--- config.mk ---
export PLATFORM = sky130hd
export DESIGN_NAME = multibyte_text_stream_validator_top
export DESIGN_NICKNAME = d
export VERILOG_FILES = /design/src/mtsv_pkg.sv /design/src/mtsv_classify.sv /design/src/mtsv_core.sv /design/src/multibyte_text_stream_validator_top.sv
export SDC_FILE = /design/constraint.sdc
export NUM_CORES = 1
export LEC_CHECK = 0
export ABC_AREA = 1
export BUFFER_PORTS_ARGS = -buffer_cell sky130_fd_sc_hd__buf_2
export CAP_MARGIN = 5
export CORE_ASPECT_RATIO = 0.6
export CORE_UTILIZATION = 24
export DETAILED_ROUTE_END_ITERATION = 10
export SETUP_SLACK_MARGIN = 0.05
export SYNTH_ARGS = -nofsm -noshare
export SYNTH_HDL_FRONTEND = slang
export SYNTH_SLANG_ARGS = --single-unit
--- constraint.sdc ---
create_clock -name clock -period 1.7 [get_ports clock]
set_clock_uncertainty 0.1 [all_clocks]
set_input_delay 0.085 -clock clock [delete_from_list [all_inputs] [get_ports clock]]
set_output_delay 0.085 -clock clock [all_outputs]
set_load 0.03 [all_outputs]
--- src/mtsv_pkg.sv ---
// ----------------------------------------------------------------------------
// mtsv_pkg
// shared types and byte range constants for the text stream validator
// ----------------------------------------------------------------------------
package mtsv_pkg;

   typedef enum logic [1:0] {
      MODE_UTF8   = 2'd0,
      MODE_GB2312 = 2'd1,
      MODE_GBK    = 2'd2,
      MODE_BIG5   = 2'd3
   } encoding_mode_type;

   // sequence tracking state
   typedef struct packed {
      logic [1:0] owed;
      logic       error;
   } seq_state_type;

   localparam logic [7:0] ASCII_MAX       = 8'h7F;
   localparam logic [7:0] UTF8_CONT_LO    = 8'h80;
   localparam logic [7:0] UTF8_CONT_HI    = 8'hBF;
   localparam logic [7:0] UTF8_LEAD2_LO   = 8'hC0;
   localparam logic [7:0] UTF8_LEAD2_HI   = 8'hDF;
   localparam logic [7:0] UTF8_LEAD3_LO   = 8'hE0;
   localparam logic [7:0] UTF8_LEAD3_HI   = 8'hEF;
   localparam logic [7:0] UTF8_LEAD4_LO   = 8'hF0;
   localparam logic [7:0] UTF8_LEAD4_HI   = 8'hF7;
   localparam logic [7:0] GB2312_LEAD_LO  = 8'hA1;
   localparam logic [7:0] GB2312_LEAD_HI  = 8'hF7;
   localparam logic [7:0] GB2312_TRAIL_LO = 8'hA1;
   localparam logic [7:0] GB2312_TRAIL_HI = 8'hFE;
   localparam logic [7:0] GBK_LEAD_LO     = 8'h81;
   localparam logic [7:0] GBK_LEAD_HI     = 8'hFE;
   localparam logic [7:0] GBK_TRAIL_LO    = 8'h40;
   localparam logic [7:0] GBK_TRAIL_HI    = 8'hFE;
   localparam logic [7:0] BIG5_LEAD_LO    = 8'hA1;
   localparam logic [7:0] BIG5_LEAD_HI    = 8'hF9;
   localparam logic [7:0] BIG5_TRAILA_LO  = 8'h40;
   localparam logic [7:0] BIG5_TRAILA_HI  = 8'h7E;
   localparam logic [7:0] BIG5_TRAILB_LO  = 8'hA1;
   localparam logic [7:0] BIG5_TRAILB_HI  = 8'hFE;

endpackage

--- src/mtsv_classify.sv ---
// ----------------------------------------------------------------------------
// mtsv_classify
// judges one byte against the current sequence state and gives the next state
// ----------------------------------------------------------------------------
module mtsv_classify (
   input  mtsv_pkg::encoding_mode_type mode,
   input  logic [7:0]                  data_byte,
   input  mtsv_pkg::seq_state_type     state_cur,
   output mtsv_pkg::seq_state_type     state_next
);

   logic       trail_ok;
   logic       lead_ok;
   logic [1:0] lead_owed;

   always_comb begin
      unique case (mode)
         mtsv_pkg::MODE_UTF8:
            trail_ok = (data_byte >= mtsv_pkg::UTF8_CONT_LO) &&
                       (data_byte <= mtsv_pkg::UTF8_CONT_HI);
         mtsv_pkg::MODE_GB2312:
            trail_ok = (data_byte >= mtsv_pkg::GB2312_TRAIL_LO) &&
                       (data_byte <= mtsv_pkg::GB2312_TRAIL_HI);
         mtsv_pkg::MODE_GBK:
            trail_ok = (data_byte >= mtsv_pkg::GBK_TRAIL_LO) &&
                       (data_byte <= mtsv_pkg::GBK_TRAIL_HI);
         mtsv_pkg::MODE_BIG5:
            trail_ok = ((data_byte >= mtsv_pkg::BIG5_TRAILA_LO) &&
                        (data_byte <= mtsv_pkg::BIG5_TRAILA_HI)) ||
                       ((data_byte >= mtsv_pkg::BIG5_TRAILB_LO) &&
                        (data_byte <= mtsv_pkg::BIG5_TRAILB_HI));
         default:
            trail_ok = 1'b0;
      endcase
   end

   always_comb begin
      lead_ok   = 1'b0;
      lead_owed = 2'd0;
      if (data_byte <= mtsv_pkg::ASCII_MAX) begin
         lead_ok = 1'b1;
      end else begin
         unique case (mode)
            mtsv_pkg::MODE_UTF8: begin
               if ((data_byte >= mtsv_pkg::UTF8_LEAD2_LO) &&
                   (data_byte <= mtsv_pkg::UTF8_LEAD2_HI)) begin
                  lead_ok   = 1'b1;
                  lead_owed = 2'd1;
               end else if ((data_byte >= mtsv_pkg::UTF8_LEAD3_LO) &&
                            (data_byte <= mtsv_pkg::UTF8_LEAD3_HI)) begin
                  lead_ok   = 1'b1;
                  lead_owed = 2'd2;
               end else if ((data_byte >= mtsv_pkg::UTF8_LEAD4_LO) &&
                            (data_byte <= mtsv_pkg::UTF8_LEAD4_HI)) begin
                  lead_ok   = 1'b1;
                  lead_owed = 2'd3;
               end
            end
            mtsv_pkg::MODE_GB2312: begin
               lead_ok   = (data_byte >= mtsv_pkg::GB2312_LEAD_LO) &&
                           (data_byte <= mtsv_pkg::GB2312_LEAD_HI);
               lead_owed = 2'd1;
            end
            mtsv_pkg::MODE_GBK: begin
               lead_ok   = (data_byte >= mtsv_pkg::GBK_LEAD_LO) &&
                           (data_byte <= mtsv_pkg::GBK_LEAD_HI);
               lead_owed = 2'd1;
            end
            mtsv_pkg::MODE_BIG5: begin
               lead_ok   = (data_byte >= mtsv_pkg::BIG5_LEAD_LO) &&
                           (data_byte <= mtsv_pkg::BIG5_LEAD_HI);
               lead_owed = 2'd1;
            end
            default: begin
               lead_ok   = 1'b0;
               lead_owed = 2'd0;
            end
         endcase
      end
   end

   always_comb begin
      state_next = state_cur;
      if (!state_cur.error) begin
         if (state_cur.owed != 2'd0) begin
            if (trail_ok) begin
               state_next.owed = state_cur.owed - 2'd1;
            end else begin
               state_next.owed  = 2'd0;
               state_next.error = 1'b1;
            end
         end else if (lead_ok) begin
            state_next.owed = lead_owed;
         end else begin
            state_next.error = 1'b1;
         end
      end
   end

endmodule

--- src/mtsv_core.sv ---
// ----------------------------------------------------------------------------
// mtsv_core
// input register, sequence state and verdict register
// ----------------------------------------------------------------------------
module mtsv_core (
   input  logic                        clock,
   input  logic                        reset,
   input  mtsv_pkg::encoding_mode_type mode,
   input  logic                        req_valid,
   output logic                        req_ready,
   input  logic [7:0]                  req_data_byte,
   input  logic                        req_is_last,
   output logic                        rsp_valid,
   input  logic                        rsp_ready,
   output logic                        rsp_stream_valid
);

   logic                    stage_valid_ff;
   logic                    stage_valid_in;
   logic [7:0]              stage_byte_ff;
   logic                    stage_last_ff;
   mtsv_pkg::seq_state_type seq_ff;
   mtsv_pkg::seq_state_type seq_in;
   mtsv_pkg::seq_state_type seq_next;
   logic                    rsp_valid_ff;
   logic                    rsp_valid_in;
   logic                    verdict_ff;
   logic                    out_free;
   logic                    stage_advance;
   logic                    req_transfer;

   mtsv_classify u_classify (
      .mode       (mode),
      .data_byte  (stage_byte_ff),
      .state_cur  (seq_ff),
      .state_next (seq_next)
   );

   assign out_free      = !rsp_valid_ff || rsp_ready;
   assign stage_advance = stage_valid_ff && (!stage_last_ff || out_free);
   assign req_ready     = !stage_valid_ff || stage_advance;
   assign req_transfer  = req_valid && req_ready;

   always_comb begin
      stage_valid_in = stage_valid_ff;
      if (req_ready) begin
         stage_valid_in = req_valid;
      end
   end

   always_comb begin
      seq_in = seq_ff;
      if (stage_advance) begin
         seq_in = stage_last_ff ? '0 : seq_next;
      end
   end

   always_comb begin
      rsp_valid_in = rsp_valid_ff && !rsp_ready;
      if (stage_advance && stage_last_ff) begin
         rsp_valid_in = 1'b1;
      end
   end

   always_ff @(posedge clock) begin
      if (reset) begin
         stage_valid_ff <= 1'b0;
         seq_ff         <= '0;
         rsp_valid_ff   <= 1'b0;
      end else begin
         stage_valid_ff <= stage_valid_in;
         seq_ff         <= seq_in;
         rsp_valid_ff   <= rsp_valid_in;
      end
   end

   always_ff @(posedge clock) begin
      if (req_transfer) begin
         stage_byte_ff <= req_data_byte;
         stage_last_ff <= req_is_last;
      end
      if (stage_advance && stage_last_ff) begin
         verdict_ff <= !seq_next.error && (seq_next.owed == 2'd0);
      end
   end

   assign rsp_valid        = rsp_valid_ff;
   assign rsp_stream_valid = verdict_ff;

endmodule

--- src/multibyte_text_stream_validator_top.sv ---
// ----------------------------------------------------------------------------
// multibyte_text_stream_validator_top
// checks a byte stream for well formed UTF-8, GB2312, GBK or BIG5 text
// ----------------------------------------------------------------------------
// a last byte passes the byte register, then its verdict is registered in the verdict register
// throughput: one byte per cycle while no verdict waits, set by the single byte register stage
// a pending verdict not taken holds the next last-marked byte and the input behind it
// reset (synchronous, active high): mode to UTF-8, stream state and pipe clear
module multibyte_text_stream_validator_top (
   input  logic       clock,
   input  logic       reset,
   input  logic       csr_write_enable,
   input  logic [1:0] csr_write_data,
   input  logic       req_valid,
   output logic       req_ready,
   input  logic [7:0] req_data_byte,
   input  logic       req_is_last,
   output logic       rsp_valid,
   input  logic       rsp_ready,
   output logic       rsp_stream_valid
);

   mtsv_pkg::encoding_mode_type mode_ff;

   always_ff @(posedge clock) begin
      if (reset) begin
         mode_ff <= mtsv_pkg::MODE_UTF8;
      end else if (csr_write_enable) begin
         mode_ff <= mtsv_pkg::encoding_mode_type'(csr_write_data);
      end
   end

   mtsv_core u_core (
      .clock            (clock),
      .reset            (reset),
      .mode             (mode_ff),
      .req_valid        (req_valid),
      .req_ready        (req_ready),
      .req_data_byte    (req_data_byte),
      .req_is_last      (req_is_last),
      .rsp_valid        (rsp_valid),
      .rsp_ready        (rsp_ready),
      .rsp_stream_valid (rsp_stream_valid)
   );

endmodule

==> results.py, run 1 <==
metrics = {
    "run_status": {
        "status": "finished with violations",
        "violations": "negative setup slack",
    },
    "synthesis": {
        "yosys_warnings": 0,
        "synth_most_common_cell": "nand2_1",
        "seq_area_frac_synth": 0.4595,
        "synth_cell_types": 19,
        "ys_ff_latch": 17,
        "avgSynthCellArea_sq_um": 7.261,
        "syn_nets": 149,
        "synth_top_cell_by_area": "edfxtp_1",
        "synthTopCellsByCount": "nand2_1 (32), inv_1 (20), nand3_1 (15)",
        "netlist_area_sq_um": 958.4,
        "ys.flop_type": "edfxtp_1",
        "yosysTopAreaCellShare": 0.3133,
        "synth_cells": 132,
        "synth-edff-count": 10,
        "synth_area_leaders": "edfxtp_1 (31%), dfxtp_1 (15%), nand2_1 (13%)",
        "async_flop_share": 0,
    },
    "routing": {
        "dr.pass1.iters": 4,
        "via_per_inst": 4.386,
        "post_drt_wl_per_cell_um": 9.978,
        "vias": 1000,
        "wl_um": 2275,
        "drtAntennaViolNets": 0,
        "drt_iter0_drc": 35,
        "post-route-drc-count": 0,
    },
    "worst_setup_path": {
        "worstPathMaxFanout": 5,
        "path_class": "register to register",
        "arrival_ns": 1.74,
        "cp.required_ns": 1.60,
        "critPathCaptureType": "register",
        "worstSetupStartpointType": "register",
    },
    "clock_network": {
        "clock_path_buffers": 2,
        "clkTransAtPathRegs_ns": 0.07,
        "worstSkewPairLatency_ns": 0.25,
        "cts.sinks": 17,
        "cts_tree": "done",
        "htree_levels": 1,
        "cts_buffers": 3,
        "cts_root_buffer": "clkbuf_8",
    },
    "placement": {
        "post-dp-hpwl_um": 1597,
        "gp_congestion": 0.8907,
        "port_buffers": 18,
    },
    "power": {
        "pwr-share-clk": 0.303,
        "seq_power_share": 0.493,
        "leakagePower_nw": 0.6565,
        "p_sw_frac": 0.2613,
        "p_int_w": 0.0007185,
        "powerDensity_mw_per_mm2": 673.6,
        "comb_power_share": 0.205,
        "irDropWorstVdd_v": 0.0004502,
        "p_sw_w": 0.0002541,
    },
    "final_layout": {
        "layout.nets": 199,
        "area_growth_syn_to_layout_pct": 50.65,
        "fin_util": 0.3857,
        "num-fill-cells": 389,
        "final_layout_size_suffix_gt1_frac": 0.3481,
        "diodes": 0,
    },
    "timing": {
        "worst_slack_ns": -0.1364,
        "setup_violations": 4,
        "max_slew_margin": 0.7752,
        "rsz0062_at_grt": "true",
        "finalCritPeriodShare": 1.080,
        "worstMarginPinSlew_ns": 0.3368,
        "slew_viol_final": 0,
        "hold_viol": 0,
        "period_needed_ns": 1.836,
        "whs_ns": 0.002008,
        "timing.fmax_ghz": 0.5445,
    },
    "grt": {
        "antenna_found_initial": 0,
        "grt_max_degree": 11,
        "grt_pass1_vias": 892,
        "grt_overflow": 0,
        "grt_pass1_wl_um": 3760,
        "track_usage": 0.1100,
    },
    "floorplan": {
        "design.core.area_sq_mm": 0.003744,
        "die_height_um": 50.95,
        "io_pins": 19,
        "initial_core_util": 0.2560,
        "die_area_sq_mm": 0.004258,
        "die_w_um": 83.58,
        "num_rows": 17,
    },
    "flow_run": {
        "maxCapViolations": 0,
    },
    "min_path": {
        "min_path_type": "input pin to register",
    },
}
## final timing paths
| path | start | end | slack, ns | cells after the start |
|---|---|---|---|---|
| max | u_core.stage_byte_ff[5]$_DFFE_PP_ | u_core.rsp_stream_valid$_DFFE_PP_ | -0.14 | 13 |
| min | csr_write_enable | mode_ff[0]$_SDFFE_PP0P_ | 0.002 | 3 |
| max reg2reg | u_core.stage_byte_ff[5]$_DFFE_PP_ | u_core.rsp_stream_valid$_DFFE_PP_ | -0.14 | 13 |
| min reg2reg | u_core.seq_ff[1]$_SDFFE_PP0P_ | u_core.seq_ff[1]$_SDFFE_PP0P_ | 0.38 | 2 |
## area by class of cell
class | count | area [sq um] | share of cell area
multi-input combinational | 94 | 499.2 | 0.3458
tap | 47 | 58.81 | 0.04073
sequential | 17 | 440.4 | 0.3050
inverter | 21 | 78.83 | 0.05459
clock inverter | 1 | 5.005 | 0.003466
timing repair buffer | 45 | 320.3 | 0.2218
clock buffer | 3 | 41.29 | 0.02860
## cells in the final DEF (no fill, tap or decap), drive strengths merged
cell type	count
nand4	1
edfxtp	10
nand3b	1
nor2	16
clkbuf	3
ha	1
clkinv	1
or2	1
dlygate4sd3	11
nand2	36
nor3	3
a21oi	10
inv	21
nand3	16
buf	34
o21ai	8
o22ai	1
dfxtp	7
## metal layers
metal | wire (um) | global-route usage | vias to the layer above | share of wire
met4 | 42 | 0.03390 | 0 | 0.018
met1 | 1212 | 0.1601 | 431 | 0.53
li1 | - | - | 530 | -
met5 | 0 | 0 | - | 0
met3 | 106 | 0.01454 | 6 | 0.047
met2 | 915 | 0.1694 | 33 | 0.40
## critical path, stage by stage (launching register included)
cell and delay [ns]:
edfxtp_1 0.45, nand2_1 0.14, inv_1 0.12, nand2_2 0.07, nor2_1 0.08, nand3_1 0.09, nand3_2 0.11, nand2_1 0.07
nand2_1 0.06, nand3_1 0.07, nand3_2 0.09, nand2_1 0.05, nand2_1 0.07, a21oi_2 0.03
## cell families after synthesis
logic type                 share of synthesized area
DFF                                           0.4595
AOI/OAI and AO/OA                             0.1005
buffers and inverters                        0.08224
adders and majority gates                    0.01305
and+or+nand+nor                               0.3447
## metrics by stage
step,instance area [sq um],instances,worst slack (ns),total power [W],TNS [ns]
after floorplan,963.4,132,0.05548,0.0005774,0
after global placement,1187,207,-0.1261,0.0006392,-0.2462
after detailed placement,1187,207,-0.1164,0.0006377,-0.1505
after CTS,1398,227,-0.06654,0.0009615,-0.06654
after global routing,1444,228,-0.2356,0.001026,-0.7096
final,1444,228,-0.1364,0.0009726,-0.2333
## registers in the layout, indices dropped and copies added, names as in the netlist
signal,count
mode_ff,2
u_core.stage_valid_ff,1
u_core.rsp_stream_valid,1
u_core.stage_last_ff,1
u_core.stage_byte_ff,8
u_core.rsp_valid,1
u_core.seq_ff,3
## repair_timing
| action | in CTS | in global routing |
|---|---|---|
| setup buffers | 5 | 1 |
| pin swaps | 12 | 5 |
| hold buffers | 11 | 0 |
| setup endpoints to repair | 4 | 4 |
| hold endpoints to repair | 14 | 0 |
| resized for setup | 6 | 9 |
## power by group through the flow
stage	clock network [W]	logic, W	registers, W
6_report	0.000294	0.000199	0.000479
5_1_grt	0.000323	0.000220	0.000483
3_5_place_dp	0	0.000149	0.000488
3_3_place_gp	0	0.000151	0.000488
4_1_cts	0.000299	0.000184	0.000479
2_1_floorplan	0	0.0000883	0.000489
Note: power is estimated with default switching activity, not from simulation.
==> run 2, diff against run 1 <==
==> constraint.sdc (replaced) <==
create_clock -name clock -period 1.7 [get_ports clock]
set_clock_uncertainty 0.1 [all_clocks]
set_input_delay 0.51 -clock clock [delete_from_list [all_inputs] [get_ports clock]]
set_output_delay 0.51 -clock clock [all_outputs]
set_load 0.005 [all_outputs]
==> run 2 against run 1 <==
Net effect:
- the flow still finishes with violations (negative setup slack)
- via count fell by 2.0%
- clock power barely moved
- sequential power barely moved
- critical path depth did not move
- final area fell by 5.4%
- critical endpoint unchanged
- highest routed layer unchanged
- first-iteration DRC count rose by 40%
- register-to-register slack improved by 0.03 ns
- global-route usage fell by 0.37 points
- fmax rose by 1.8%
- final cell count fell by 3.9%
- non-clock buffer count fell by 9
- core utilization fell by 2.1 points
==> results.py, run 2 (synthesis results as in run 1) <==
metrics = {
    "final_layout": {
        "layout.nets": 190,
        "stdcell_count": 219,
        "area_growth_syn_to_layout_pct": 42.56,
        "diodes": 0,
        "final_cell_mix": "nand2_1 (28), inv_1 (18), buf_2 (18)",
        "largest_reg_flops": 8,
        "final_layout_size_suffix_gt1_frac": 0.3953,
        "top_register": "u_core.stage_byte_ff",
        "layout_commonest_cell": "nand2_1",
        "reg_top3": "u_core.stage_byte_ff: 8 flops, u_core.seq_ff: 3 flops, mode_ff: 2 flops",
    },
    "worst_setup_path": {
        "reg2reg_depth": 13,
        "worstPathMaxFanout": 4,
        "path_class": "register to register",
        "reg2reg_slack_ns": -0.10,
        "critPathMaxStageDelay_ns": 0.47,
        "arrival_ns": 1.71,
        "critPathCaptureType": "register",
        "cp.required_ns": 1.61,
        "worstSetupStartpointType": "register",
        "reg2reg_to": "u_core.rsp_stream_valid$_DFFE_PP_",
        "crit_chain": "nand3_2 -> nor2_2 -> nand2_1 -> nand2_1 -> nor2_1 -> nor2_2 -> nand2_1 -> nand2_1 -> nand3_2 -> nand3_2 -> nand2_1 -> nand2_1 -> a21oi_2",
        "crit_slowest_cell": "edfxtp_1",
        "timing.rr.start": "u_core.stage_byte_ff[7]$_DFFE_PP_",
        "path_common_cell": "nand2_1",
    },
    "power": {
        "irDropWorstVdd_v": 0.0004766,
        "pwr-share-clk": 0.307,
        "leakagePower_nw": 0.6251,
        "powerDensity_mw_per_mm2": 702.4,
        "power.total_w": 0.0009596,
        "p_sw_frac": 0.2615,
        "seq_power_share": 0.501,
        "p_int_w": 0.0007087,
        "p_sw_w": 0.0002509,
        "comb_power_share": 0.192,
    },
    "timing": {
        "slew_viol_final": 0,
        "worst_slack_ns": -0.1041,
        "finalCritPeriodShare": 1.061,
        "period_needed_ns": 1.804,
        "worstMarginPinSlew_ns": 0.3481,
        "setup_violations": 4,
        "hold_viol": 0,
        "max_slew_margin": 0.7677,
        "timing.fmax_ghz": 0.5543,
        "rsz0062_at_grt": "true",
    },
    "routing": {
        "post_drt_wl_per_cell_um": 10.06,
        "drt_iter0_drc": 49,
        "wl_um": 2204,
        "post-route-drc-count": 0,
        "via_per_inst": 4.475,
        "drtAntennaViolNets": 0,
        "vias": 980,
        "dr.pass1.iters": 4,
    },
    "clock_network": {
        "cts_buffers": 3,
        "cts.sinks": 17,
        "cts_root_buffer": "clkbuf_8",
        "htree_levels": 1,
        "clkTransAtPathRegs_ns": 0.06,
        "cts_tree": "done",
        "cts_hold_buffers": 0,
        "clock_path_buffers": 2,
        "worstSkewPairLatency_ns": 0.25,
    },
    "grt": {
        "grt_pass1_vias": 892,
        "track_usage": 0.1063,
        "grt_overflow": 0,
        "grt_max_degree": 11,
        "grt_pass1_wl_um": 3657,
        "antenna_found_initial": 0,
    },
    "min_path": {
        "min_path_type": "input pin to register",
        "whs_endpoint": "u_core.stage_byte_ff[2]$_DFFE_PP_",
        "hold_path_depth": 1,
        "worstHoldStart": "req_data_byte[2]",
    },
    "floorplan": {
        "design.core.area_sq_mm": 0.003744,
        "num_rows": 17,
        "die_height_um": 50.95,
        "die_w_um": 83.58,
        "initial_core_util": 0.2560,
        "io_pins": 19,
        "die_area_sq_mm": 0.004258,
    },
    "placement": {
        "gp_congestion": 0.8749,
        "post-dp-hpwl_um": 1694,
        "port_buffers": 18,
        "place_inst": 208,
    },
    "run_status": {
        "violations": "negative setup slack",
        "status": "finished with violations",
    },
    "flow_run": {
        "maxCapViolations": 0,
    },
}
[run 2: cell count changes in the layout (fill, tap and decap cells not counted), sizes merged]
cell and change:
dlygate4sd3 -11, buf +2
[run 2: final cells by class]
cell class	instances	area, sq um
Multi-Input combinational cell	94	509.2
Fill cell	399	2377
Inverter	21	78.83
Sequential cell	17	440.4
Tap cell	47	58.81
Clock buffer	3	41.29
Timing Repair Buffer	36	232.7
Clock inverter	1	5.005
[run 2: per-layer routing]
layer,global-route usage,vias up,routed length (um)
met4,0.04520,0,26
met1,0.1481,438,1137
met2,0.1599,26,937
met3,0.02262,5,102
met5,0,-,0
li1,-,511,-
[run 2: worst max-delay path by stage]
stage                     slack, ns  cells past startpoint                           endpoint                               from
after floorplan                0.06                     14  u_core.rsp_stream_valid$_DFFE_PP_  u_core.stage_byte_ff[6]$_DFFE_PP_
after global placement        -0.15                     14  u_core.rsp_stream_valid$_DFFE_PP_  u_core.stage_byte_ff[6]$_DFFE_PP_
after detailed placement      -0.13                     14  u_core.rsp_stream_valid$_DFFE_PP_  u_core.stage_byte_ff[6]$_DFFE_PP_
after CTS                     -0.07                     14  u_core.rsp_stream_valid$_DFFE_PP_  u_core.stage_byte_ff[6]$_DFFE_PP_
after global routing          -0.26                     13  u_core.rsp_stream_valid$_DFFE_PP_  u_core.stage_byte_ff[7]$_DFFE_PP_
final                         -0.10                     13  u_core.rsp_stream_valid$_DFFE_PP_  u_core.stage_byte_ff[7]$_DFFE_PP_
[run 2: metrics by stage]
step / setup TNS, ns / area (sq um) / utilization / hold slack, ns / setup WS [ns]
after floorplan: 0 / 958.4 / - / 0.3388 / 0.05548
after global placement: -0.3351 / 1190 / 0.3178 / 0.3584 / -0.1501
after detailed placement: -0.2274 / 1190 / 0.3178 / 0.3554 / -0.1331
after CTS: -0.07057 / 1282 / 0.3426 / 0.3263 / -0.07057
after global routing: -0.8067 / 1366 / 0.3650 / 0.3196 / -0.2553
final: -0.1807 / 1366 / 0.3650 / 0.3312 / -0.1041
[run 2: power groups by stage]
stage                     clock, W  sequential [W]  combinational [W]
after CTS                 0.000302        0.000479           0.000164
final                     0.000294        0.000481           0.000184
after global routing      0.000323        0.000484           0.000206
after detailed placement         0        0.000487           0.000150
after global placement           0        0.000487           0.000150
after floorplan                  0        0.000485          0.0000880
[run 2: critical path, delay by kind of cell (launching register included)]
kind               cells  cell delay [ns]
and+or+nand+nor       12             0.96
DFF                    1             0.47
AOI/OAI and AO/OA      1             0.03
[run 2: timing repair]
item	in CTS	in global routing
pin swaps	4	10
gates resized for setup	6	17
setup endpoints to repair	5	5
buffers inserted	4	3
==> run 3, diff against run 2 <==
- CELL_PAD_IN_SITES_DETAIL_PLACEMENT: unset -> 0
- CELL_PAD_IN_SITES_GLOBAL_PLACEMENT: unset -> 1
- PLACE_DENSITY_LB_ADDON: unset -> 0.1
- REMOVE_ABC_BUFFERS: unset -> 1
- clock period: 1.7 -> 2.2 ns (I/O delays scaled with it)
==> run 3 against run 2 <==
Net effect:
- wire length is 2.9% lower
- combinational power down 45%
- final area decreased by 15%
- core utilization down 5.5 points
- highest routed layer unchanged
- global-route usage is 0.23 points higher
- count of clock-buffer cells in the layout increased by 1
- first-iteration DRC count up 67%
- sequential cell count unchanged
- clock power decreased by 22%
- the flow now finishes without violations
- register-to-register slack better by 0.42 ns
==> results.py, run 3 (synthesis results as in run 1) <==
metrics = {
    "floorplan": {
        "num_rows": 17,
        "initial_core_util": 0.2560,
        "design.core.area_sq_mm": 0.003744,
        "die_height_um": 50.95,
        "die_w_um": 83.58,
        "io_pins": 19,
        "die_area_sq_mm": 0.004258,
    },
    "worst_setup_path": {
        "worstSetupStartpointType": "input pin",
        "arrival_ns": 1.19,
        "critPathCaptureType": "output pin",
        "path_class": "input pin to output pin",
        "cp.required_ns": 1.44,
        "worstPathMaxFanout": 3,
    },
    "clock_network": {
        "cts_buffers": 3,
        "cts_root_buffer": "clkbuf_8",
        "clock_path_buffers": 2,
        "post_cts_buffers": 0,
        "cts.sinks": 17,
        "cts_hold_buffers": 0,
        "worstSkewPairLatency_ns": 0.25,
        "clkTransAtPathRegs_ns": 0.06,
        "cts_tree": "done",
        "htree_levels": 1,
        "cts_resized": 0,
    },
    "grt": {
        "grt_overflow": 0,
        "grt_pass1_wl_um": 3622,
        "grt_max_degree": 10,
        "track_usage": 0.1086,
        "grt_pass1_vias": 770,
        "antenna_found_initial": 0,
    },
    "final_layout": {
        "layout_commonest_cell": "nand2_1",
        "reg_top3": "u_core.stage_byte_ff: 8 flops, u_core.seq_ff: 3 flops, mode_ff: 2 flops",
        "diodes": 0,
        "top_register": "u_core.stage_byte_ff",
        "final_layout_size_suffix_gt1_frac": 0.2000,
        "layout.nets": 173,
        "largest_reg_flops": 8,
        "final_cell_mix": "nand2_1 (32), inv_1 (20), buf_2 (18)",
        "area_growth_syn_to_layout_pct": 21.02,
    },
    "routing": {
        "vias": 905,
        "wl_um": 2140,
        "drtAntennaViolNets": 0,
        "dr.pass1.iters": 4,
        "post_drt_wl_per_cell_um": 10.59,
        "via_per_inst": 4.480,
        "drt_iter0_drc": 82,
        "post-route-drc-count": 0,
    },
    "timing": {
        "max_slew_margin": 0.7588,
        "setup_violations": 0,
        "finalCritPeriodShare": 0.8873,
        "slew_viol_final": 0,
        "period_needed_ns": 1.952,
        "fin_tns_setup_ns": 0,
        "timing.fmax_ghz": 0.5123,
        "rsz0062_at_grt": "false",
        "hold_viol": 0,
        "worstMarginPinSlew_ns": 0.3614,
    },
    "power": {
        "irDropWorstVdd_v": 0.0002603,
        "leakagePower_nw": 0.5229,
        "powerDensity_mw_per_mm2": 605.4,
        "power.total_w": 0.0007022,
    },
    "min_path": {
        "min_path_type": "register to register",
    },
    "flow_run": {
        "maxCapViolations": 0,
    },
    "placement": {
        "post-dp-hpwl_um": 1773,
        "port_buffers": 18,
        "gp_congestion": 0.8031,
    },
    "run_status": {
        "status": "complete, no violations",
    },
}
run 3: path summary, 6_finish.rpt:
path / start / end / slack, ns / depth (start not counted)
setup / recovery: rsp_ready / req_ready / 0.25 / 4
hold / removal: u_core.seq_ff[1]$_SDFFE_PP0P_ / u_core.seq_ff[1]$_SDFFE_PP0P_ / 0.37 / 2
setup reg to reg: u_core.stage_byte_ff[6]$_DFFE_PP_ / u_core.rsp_stream_valid$_DFFE_PP_ / 0.32 / 13
hold reg to reg: u_core.seq_ff[1]$_SDFFE_PP0P_ / u_core.seq_ff[1]$_SDFFE_PP0P_ / 0.37 / 2
run 3: per-stage QoR:
stage | instance area [sq um] | setup slack (ns) | instances | util | hold slack [ns]
floorplan | 958.4 | 0.5187 | 132 | - | 0.3388
global placement | 1115 | 0.2423 | 198 | 0.2978 | 0.3553
detailed placement | 1115 | 0.2581 | 198 | 0.2978 | 0.3648
CTS | 1160 | 0.2528 | 202 | 0.3098 | 0.3736
global route | 1160 | 0.1066 | 202 | 0.3098 | 0.4218
finish | 1160 | 0.2480 | 202 | 0.3098 | 0.3728
run 3: cell type report:
class	count	area (sq um)
sequential	17	440.4
inverter	21	78.83
clock buffer	4	45.04
tap	47	58.81
multi-input combinational	94	439.2
fill	408	2584
timing repair buffer	19	97.59
run 3: power by group:
group / internal, W / total (W) / leakage [nW] / switching, W
Clock: 0.000128 / 0.000228 / 0.0228 / 0.000100
Sequential: 0.000356 / 0.000373 / 0.155 / 0.0000169
Combinational: 0.0000399 / 0.000101 / 0.345 / 0.0000610
run 3: critical path: stages:
cell and delay [ns]:
buf_2 0.09, nor2_1 0.15, nand3_1 0.13, buf_2 0.15
run 3: per-layer routing:
metal	GRT usage	vias up	wire length (um)
met5	0	-	0
met4	0.03390	0	9
met3	0.02746	2	118
met2	0.1355	33	757
met1	0.1731	394	1255
li1	-	476	-
